## config.mk

```make
export PLATFORM = sky130hd
export DESIGN_NAME = htd_controller
export DESIGN_NICKNAME = d
export VERILOG_FILES = /design/src/design/htd_pkg.sv /design/src/design/htd_controller.sv
export SDC_FILE = /design/constraint.sdc
export NUM_CORES = 1
export LEC_CHECK = 0
export BUFFER_PORTS_ARGS = -buffer_cell sky130_fd_sc_hd__buf_2
export CORE_AREA = 2 2 39 41
export CTS_BUF_LIST = sky130_fd_sc_hd__clkbuf_16
export CTS_CLUSTER_DIAMETER = 80
export DETAILED_ROUTE_END_ITERATION = 6
export DIE_AREA = 0 0 41 43
export PLACE_DENSITY = 0.45
export REMOVE_ABC_BUFFERS = 1
export SLEW_MARGIN = 20
export SYNTH_ARGS = -nofsm -noshare
export SYNTH_HDL_FRONTEND = slang
export SYNTH_SLANG_ARGS = --single-unit
export TNS_END_PERCENT = 20
```

## constraint.sdc

```tcl
create_clock -name clk_i -period 2.75 [get_ports clk_i]
set_input_delay 0.55 -clock clk_i [delete_from_list [all_inputs] [get_ports clk_i]]
set_output_delay 0.55 -clock clk_i [all_outputs]
set_load 0.05 [all_outputs]
```

## src/design/htd_pkg.sv

```systemverilog
// ----------------------------------------------------------------------------
// htd_pkg: shared types and constants of the huffman tree decoder
// Opcodes, controller states and the command/status structs that join the
// controller to the datapath.
// ----------------------------------------------------------------------------
package htd_pkg;

  // default size of the node store
  localparam int unsigned NodeCountDef = 512;

  // fixed field widths
  localparam int unsigned IdxW   = 9;
  localparam int unsigned TotalW = 31;
  localparam int unsigned SymW   = 8;
  localparam int unsigned BitCntW = 4;
  localparam int unsigned ByteBits = 8;

  // packed stream widths
  localparam int unsigned InDataW  = 48;
  localparam int unsigned OutDataW = 8;
  localparam int unsigned PaddrW   = 3;
  localparam int unsigned PdataW   = 32;

  // item kinds carried in the input tuser
  typedef enum logic [1:0] {
    OP_LOAD   = 2'd0,
    OP_DECODE = 2'd1,
    OP_START  = 2'd2
  } op_e;

  // controller states
  typedef enum logic [1:0] {
    S_IDLE,
    S_EVAL,
    S_ARRIVE
  } state_e;

  // commands from controller to datapath
  typedef struct packed {
    logic load_node;
    logic start_run;
    logic begin_byte;
    logic step;
    logic corrupt;
    logic leaf;
    logic push;
    logic flush;
  } cmd_t;

  // status from datapath to controller
  typedef struct packed {
    logic [1:0] opcode;
    logic       stop;
    logic       present;
    logic       leaf;
    logic       pend_valid;
    logic       out_free;
  } status_t;

endpackage

```

## src/design/htd_controller.sv

```systemverilog
// ----------------------------------------------------------------------------
// htd_controller: sequencer of the tree walk
// Takes items in idle, then steps one code bit per cycle through internal
// nodes and fetches the root entry in a step of its own on each leaf.
// ----------------------------------------------------------------------------
module htd_controller (
  input  logic             clk_i,
  input  logic             rst_ni,
  input  logic             s_tvalid_i,
  output logic             s_tready_o,
  input  htd_pkg::status_t stat_i,
  output htd_pkg::cmd_t    cmd_o
);

  htd_pkg::state_e state_q, state_d;
  logic            slot_ok;

  // a new result may enter the pending slot once its old one can move out
  assign slot_ok = !stat_i.pend_valid || stat_i.out_free;

  always_ff @(posedge clk_i or negedge rst_ni) begin
    if (!rst_ni) begin
      state_q <= htd_pkg::S_IDLE;
    end else begin
      state_q <= state_d;
    end
  end

  // next state and commands
  always_comb begin
    state_d    = state_q;
    cmd_o      = '0;
    s_tready_o = 1'b0;
    unique case (state_q)
      htd_pkg::S_IDLE: begin
        s_tready_o = 1'b1;
        if (s_tvalid_i) begin
          unique case (stat_i.opcode)
            htd_pkg::OP_LOAD:   cmd_o.load_node = 1'b1;
            htd_pkg::OP_START:  cmd_o.start_run = 1'b1;
            htd_pkg::OP_DECODE: begin
              cmd_o.begin_byte = 1'b1;
              state_d          = htd_pkg::S_EVAL;
            end
            default: ;
          endcase
        end
      end
      htd_pkg::S_EVAL, htd_pkg::S_ARRIVE: begin
        if (state_q == htd_pkg::S_ARRIVE && stat_i.leaf) begin
          // leaf reached: emit symbol, fetch root entry
          if (slot_ok) begin
            cmd_o.leaf = 1'b1;
            cmd_o.push = stat_i.pend_valid;
            state_d    = htd_pkg::S_EVAL;
          end
        end else if (stat_i.stop) begin
          // byte done, walk halted or total reached: release the held result as the last one
          if (slot_ok) begin
            cmd_o.flush = 1'b1;
            state_d     = htd_pkg::S_IDLE;
          end
        end else if (!stat_i.present) begin
          // missing child
          if (slot_ok) begin
            cmd_o.corrupt = 1'b1;
            cmd_o.push    = stat_i.pend_valid;
            state_d       = htd_pkg::S_EVAL;
          end
        end else begin
          cmd_o.step = 1'b1;
          state_d    = htd_pkg::S_ARRIVE;
        end
      end
      default: state_d = htd_pkg::S_IDLE;
    endcase
  end

endmodule

```

Yosys cells after proc, flatten, opt, wreduce, memory -nomap -nowiden
Index checks and enable logic that the tools add are counted.
{"block": "word_totals", "ff_bits": 2, "out_inout_bits": 9, "wordCells": 43}
{"block": "op_classes", "n_eq_ne": 7, "muxes": 28, "reduce_logical": 7}
{"cell": "$mux W2", "n": 10}
{"cell": "$mux W1", "n": 14}
{"cell": "$mux W3", "n": 2}
{"cell": "$mux W5", "n": 1}
{"cell": "$eq A2 B1 Y1 const B", "n": 2}
{"cell": "$eq A2 B2 Y1 const B", "n": 2}
{"cell": "$logic_not A2 Y1", "n": 2}
{"cell": "$ne A4 B4 Y1 const B", "n": 1}
{"cell": "$pmux W2 S2", "n": 1}
{"cell": "$reduce_and A3 Y1", "n": 1}
{"cell": "$ne A2 B1 Y1 const B", "n": 1}
{"cell": "$ne A2 B2 Y1 const B", "n": 1}
{"cell": "$reduce_or A2 Y1", "n": 1}
{"cell": "$logic_and A1 B1 Y1", "n": 1}
{"cell": "$logic_not A1 Y1", "n": 1}
{"cell": "$logic_or A1 B1 Y1", "n": 1}

Logic depth before layout (Yosys ltp)
Gate-level depths: netlist of run 1.
{"block": "depth", "depth_word": 7, "mapped_depth": 6}

Least setup slack after synthesis of run 1
OpenSTA, ideal clock, no wires.
{"block": "synth_path", "path_kind": "reg2out", "startpoint": "register state_q[0]", "endpoint": "output port cmd_o[6] (netlist bit)", "arrival_time_ps": 2374, "path_slack_ps": -174, "path_stages_with_launch": 5, "n_path_buf": 0, "path_cell_list": "dfrtp_1 inv_1 ha_1 nand2_1 nor3b_1"}
{"element": "from (decl)", "line_no": "htd_controller.sv:15", "source": "htd_pkg::state_e state_q, state_d;"}
{"element": "from (signal assigned)", "line_no": "htd_controller.sv:23", "source": "state_q <= htd_pkg::S_IDLE;"}
{"element": "from (signal assigned)", "line_no": "htd_controller.sv:25", "source": "state_q <= state_d;"}
{"element": "to (decl)", "line_no": "htd_controller.sv:12", "source": "output htd_pkg::cmd_t cmd_o"}

==> results.toml, run 1 <==
[job]
maxCapViolations = 0

[final_layout]
nets = 70
largest_reg_flops = 2
reg_top3 = "state_q x2"
final_common_cell = "buf_2"
top_register = "state_q"
area_delta_synth_final_pct = 65.5
drive_gt1_share_pct = 47.3
final_cells = 71
final_cell_mix = "buf_2 (18), nand2_1 (5), and3_2 (3), ha_1 (3), clkbuf_16 (3)"
final_cell_area_um2 = 468
utilization_pct = 33.8
antennaDiodeCount = 0

[floorplan]
die_h_um = 43
start_util_pct = 20.4
die_x_um = 41
num_rows = 14
io_pins = 19
dieArea_mm2 = 0.00176
core_area_mm2 = 0.00138

[detailed_routing]
antenna_left = 0
drtIter0Drc = 6
drc_errors = 0
wl_um = 673
num_vias = 314
viasPerCell = 4.42
post_drt_wl_per_cell_um = 9.48
drtPass1Iterations = 4

[clocking]
hold_buffers = 0
clockRootBuffer = "clkbuf_16"
clkSinkCount = 2
clk_latency_ns = 0.22
postCtsSetupBuffers = 0
cts.htree.levels = 1
cts_resized = 0
cts_made_buffers = 3
clk_pin_slew_ns = 0.03
ctsLongestPathBuffers = 2
cts_tree = "yes"

[grt]
grt_pass1_wl_um = 1060
grt_overflow = 0
grt_max_degree = 6
grt_pass1_vias = 282
antenna_found_initial = 0
globalRouteTotalUtil_pct = 9.44

[synth]
synth-simple-area-share_pct = 36.7
syn_area_um2 = 283
yosysTopAreaCell = "dfrtp_1"
synthesis.instances = 34
synth_top_family_by_area = "simple AND/OR/NAND/NOR gates"
ys_ff_latch = 2
synth_top_cell_area_share_pct = 17.7
synth_xor_area_share_pct = 0
synth_area_leaders = "dfrtp_1 (18%), ha_1 (13%), and3_2 (8.0%)"
yosysSeqAreaShare_pct = 17.7
synth_compound_area_share_pct = 26.1
yosys_warnings = 0
synthMuxAreaShare_pct = 3.54
synth_fa_ha_area_share_pct = 13.3
syn_avg_cell_area_um2 = 8.32
synth_cell_types = 22

[placed_design]
placed_cells = 68
placed_area_um2 = 393
dp_hpwl_um = 549
post-place-ws_ns = 0.748
io_buffers = 18
routabilityCongestion = 0.719

[hold_path]
hp-class = "primary input to async pin"

[setup_path]
cp-start-kind = "register"
cp-end-kind = "output pin"
arrival_ns = 1.68
path_cells = "inv_1 -> ha_1 -> a21boi_4 -> and3b_1 -> buf_2"
r2r_cells = 6
worst_path_largest_cell_delay_ns = 0.37
slowest_stage = "dfrtp_1"
path_max_fanout = 4
r2r_slack_ns = 1.11
critPathRequiredTime_ns = 2.20
r2r_end = "state_q[0]$_DFFE_PN0P_"
crit_type = "register to output pin"
crit_path_start = "state_q[1]$_DFFE_PN0P_"
rr_startpoint = "state_q[1]$_DFFE_PN0P_"

[pwr]
leakagePower_nw = 0.250
ir_drop_v = 0.000454
p_sw_w = 0.000222
power_w = 0.000549
seq_power_share_pct = 8.9
clockPowerShare_pct = 39.5
switching_share_pct = 40.5
combPwrFrac_pct = 51.6
power_density_mw_per_mm2 = 1170
p_int_w = 0.000326

[sta]
hold_viol_final = 0
slew_violations = 0
fin_crit_sh_pct = 80.9
fmax_mhz = 449
period_needed_ns = 2.23
fin_skew_ns = 0.000317
worst_pin_slew_ns = 0.296
relSlewSlack_pct = 80.1
finalSetupViolCount = 0
grt_setup_unrepaired = "false"
worst_slack_ns = 0.524

[outcome]
status = "finished, final reports clean"
power by group through the flow:
stage	logic, W	clock network (W)	registers, W
after floorplan	0.000231	0	0.0000479
after CTS	0.000289	0.000222	0.0000491
final	0.000283	0.000217	0.0000487
after detailed placement	0.000286	0	0.0000491
after global routing	0.000309	0.000223	0.0000513
after global placement	0.000290	0	0.0000490
synthesized netlist by cell type:
master	count
nor2b_1	1
nand2_1	5
ha_1	3
a21boi_4	1
o21ai_0	1
inv_1	2
o22ai_1	1
nand3b_1	1
and3_2	3
a21oi_1	1
o21a_1	1
and2_1	1
a22oi_1	1
dfrtp_1	2
nor3b_1	2
a211oi_1	1
mux2i_1	1
nand2b_1	1
a32oi_2	1
nor2_1	2
nor3_1	1
and3b_1	1
layout make-up:
type | instances | area [um^2]
multi-input combinational | 30 | 225
tap | 16 | 20.0
fill | 154 | 916
timing repair buffer | 18 | 90.1
clock buffer | 3 | 75.1
inverter | 2 | 7.51
sequential | 2 | 50.0
worst max-delay path, delay by kind of cell, from the launching register on:
kind,cells,cell delay (ns)
simple gates,1,0.20
compound gates,1,0.22
buf+inv,2,0.34
fa+ha+maj,1,0.33
flops,1,0.37
logic make-up (layout without fill, tap and decap cells):
kind of cell,Yosys count,count (layout)
AO/OA/AOI/OAI,8,8
flip-flops,2,2
buffers and inverters,2,23
multiplexers,1,1
AND/OR/NAND/NOR,18,18
adder cells (fa/ha/maj),3,3
through the flow:
stage	hold WS, ns	setup TNS [ns]
floorplan	0.254	-0.380
global placement	0.335	0
detailed placement	0.336	0
CTS	0.107	0
global route	0.107	0
finish	0.109	0
routing by layer:
| metal | part of all wire, % | track usage (%) | wire, um |
|---|---|---|---|
| met5 | 0 | 0 | 0 |
| met4 | 0 | 8.00 | 0 |
| met2 | 48 | 12.5 | 324 |
| met3 | 5.8 | 4.71 | 39 |
| met1 | 46 | 10.6 | 309 |
worst max-delay path by stage:
stage,end,slack (ns),depth (start not counted)
after global routing,cmd_o[4],0.42,5
after global placement,cmd_o[4],0.73,5
after floorplan,cmd_o[6],-0.17,4
final,cmd_o[4],0.52,5
after detailed placement,cmd_o[4],0.75,5
after CTS,cmd_o[4],0.51,5
Power figures use the tool's default switching activity.
==> run 2: changes to the inputs <==
==> constraint.sdc (replaced) <==
create_clock -name clk_i -period 2.3 [get_ports clk_i]
set_input_delay 0.46 -clock clk_i [delete_from_list [all_inputs] [get_ports clk_i]]
set_output_delay 0.46 -clock clk_i [all_outputs]
set_load 0.05 [all_outputs]
==> run 2 against run 1 <==
  * Clock power rose by 19%
  * Count of clock-buffer cells in the layout did not move
  * Worst hold slack got worse by 0.089 ns
  * Highest routed layer unchanged
  * Flip-flop and latch count did not move
  * Utilization did not move
  * Final area did not move
  * Routed wire length rose by 1.9%
  * Worst setup slack got worse by 0.36 ns
  * Register-to-register slack got worse by 0.44 ns
==> results.toml, run 2 (synthesis gave the netlist of run 1 again) <==
[clocking]
clockRootBuffer = "clkbuf_16"
cts_made_buffers = 3
clkSinkCount = 2
clk_latency_ns = 0.22
cts_resized = 0
ctsLongestPathBuffers = 2
postCtsSetupBuffers = 0
clk_pin_slew_ns = 0.03
hold_buffers = 0
cts_tree = "yes"
cts.htree.levels = 1

[pwr]
combPwrFrac_pct = 51.8
power_density_mw_per_mm2 = 1410
leakagePower_nw = 0.250
p_sw_w = 0.000269
clockPowerShare_pct = 39.3
power_w = 0.000659
switching_share_pct = 40.8
p_int_w = 0.000390
seq_power_share_pct = 8.8
ir_drop_v = 0.000537

[floorplan]
dieArea_mm2 = 0.00176
core_area_mm2 = 0.00138
start_util_pct = 20.4
die_h_um = 43
io_pins = 19
num_rows = 14
die_x_um = 41

[detailed_routing]
drtIter0Drc = 1
post_drt_wl_per_cell_um = 9.66
antenna_left = 0
drc_errors = 0
viasPerCell = 4.48
drtPass1Iterations = 2
num_vias = 318
wl_um = 686

[sta]
hold_viol_final = 0
grt_setup_unrepaired = "false"
worst_pin_slew_ns = 0.276
slew_violations = 0
period_needed_ns = 2.13
setup_tns_ns = 0
finalSetupViolCount = 0
fmax_mhz = 469
fin_crit_sh_pct = 92.7
relSlewSlack_pct = 81.4
fin_skew_ns = 0.000255

[placed_design]
io_buffers = 18
routabilityCongestion = 0.740
dp_hpwl_um = 557
placed_area_um2 = 393

[final_layout]
drive_gt1_share_pct = 47.3
top_register = "state_q"
final_cell_area_um2 = 468
final_common_cell = "buf_2"
final_cell_mix = "buf_2 (18), nand2_1 (5), and3_2 (3), ha_1 (3), clkbuf_16 (3)"
reg_top3 = "state_q x2"
nets = 70
utilization_pct = 33.8
area_delta_synth_final_pct = 65.5
antennaDiodeCount = 0
largest_reg_flops = 2

[setup_path]
crit_type = "register to output pin"
worst-path-buf-inv = 2
cp_top_family = "flip-flops"
crit_cells = 5
critPathRequiredTime_ns = 1.84
worst_path_largest_cell_delay_ns = 0.37
arrival_ns = 1.67
path_cells = "inv_1 -> ha_1 -> a21boi_4 -> and3b_1 -> buf_2"
cp-end-kind = "output pin"
path_max_fanout = 4
cp-start-kind = "register"
slowest_stage = "dfrtp_1"
r2r_cells = 6

[grt]
antenna_found_initial = 0
grt_overflow = 0
grt_pass1_vias = 287
grt_max_degree = 6
globalRouteTotalUtil_pct = 9.44
grt_pass1_wl_um = 1080

[job]
maxCapViolations = 0

[outcome]
status = "finished, final reports clean"

[hold_path]
hp-class = "primary input to async pin"
## run 2: cell counts in the layout (fill, tap and decap cells not counted)
No cell type changed its count.
## run 2: cell type report
type / count / area, um^2
Inverter: 2 / 7.51
Timing Repair Buffer: 18 / 90.1
Multi-Input combinational cell: 30 / 225
Clock buffer: 3 / 75.1
Fill cell: 155 / 916
Tap cell: 16 / 20.0
Sequential cell: 2 / 50.0
## run 2: metal layers
metal | vias to the layer above | global-route usage, % | part of all wire, %
li1 | 165 | - | -
met1 | 144 | 11.3 | 47
met2 | 9 | 11.9 | 48
met3 | 0 | 4.71 | 5.0
met4 | 0 | 8.00 | 0
met5 | - | 0 | 0
## run 2: path summary, 6_finish.rpt
check / start / to / slack [ns]
min in group clk_i: state_q[1]$_DFFE_PN0P_ / state_q[1]$_DFFE_PN0P_ / 0.62
max: state_q[1]$_DFFE_PN0P_ / cmd_o[4] / 0.17
max in group asynchronous: rst_ni / state_q[0]$_DFFE_PN0P_ / 2.18
min: rst_ni / state_q[1]$_DFFE_PN0P_ / 0.02
max reg2reg: state_q[0]$_DFFE_PN0P_ / state_q[0]$_DFFE_PN0P_ / 0.67
min reg2reg: state_q[1]$_DFFE_PN0P_ / state_q[1]$_DFFE_PN0P_ / 0.62
## run 2: power by group through the flow
stage | logic (W) | clock network, W | registers [W]
global placement | 0.000346 | 0 | 0.0000585
detailed placement | 0.000343 | 0 | 0.0000590
CTS | 0.000345 | 0.000265 | 0.0000589
floorplan | 0.000276 | 0 | 0.0000572
finish | 0.000342 | 0.000259 | 0.0000583
global route | 0.000367 | 0.000266 | 0.0000612
## run 2: worst register-to-register path, delay by kind of cell, from the launching register on
| family | cells | cell delay (ns) |
|---|---|---|
| compound gates | 3 | 0.58 |
| fa+ha+maj | 1 | 0.28 |
| buf+inv | 1 | 0.12 |
| flops | 1 | 0.37 |
| mux | 1 | 0.21 |
## run 2: through the flow
stage / hold WS, ns / cells / setup slack, ns
3_5_place_dp: 0.245 / 68 / 0.398
6_report: 0.0209 / 71 / 0.169
5_1_grt: 0.0216 / 71 / 0.0612
4_1_cts: 0.0163 / 71 / 0.161
3_3_place_gp: 0.246 / 68 / 0.375
2_1_floorplan: 0.164 / 34 / -0.534
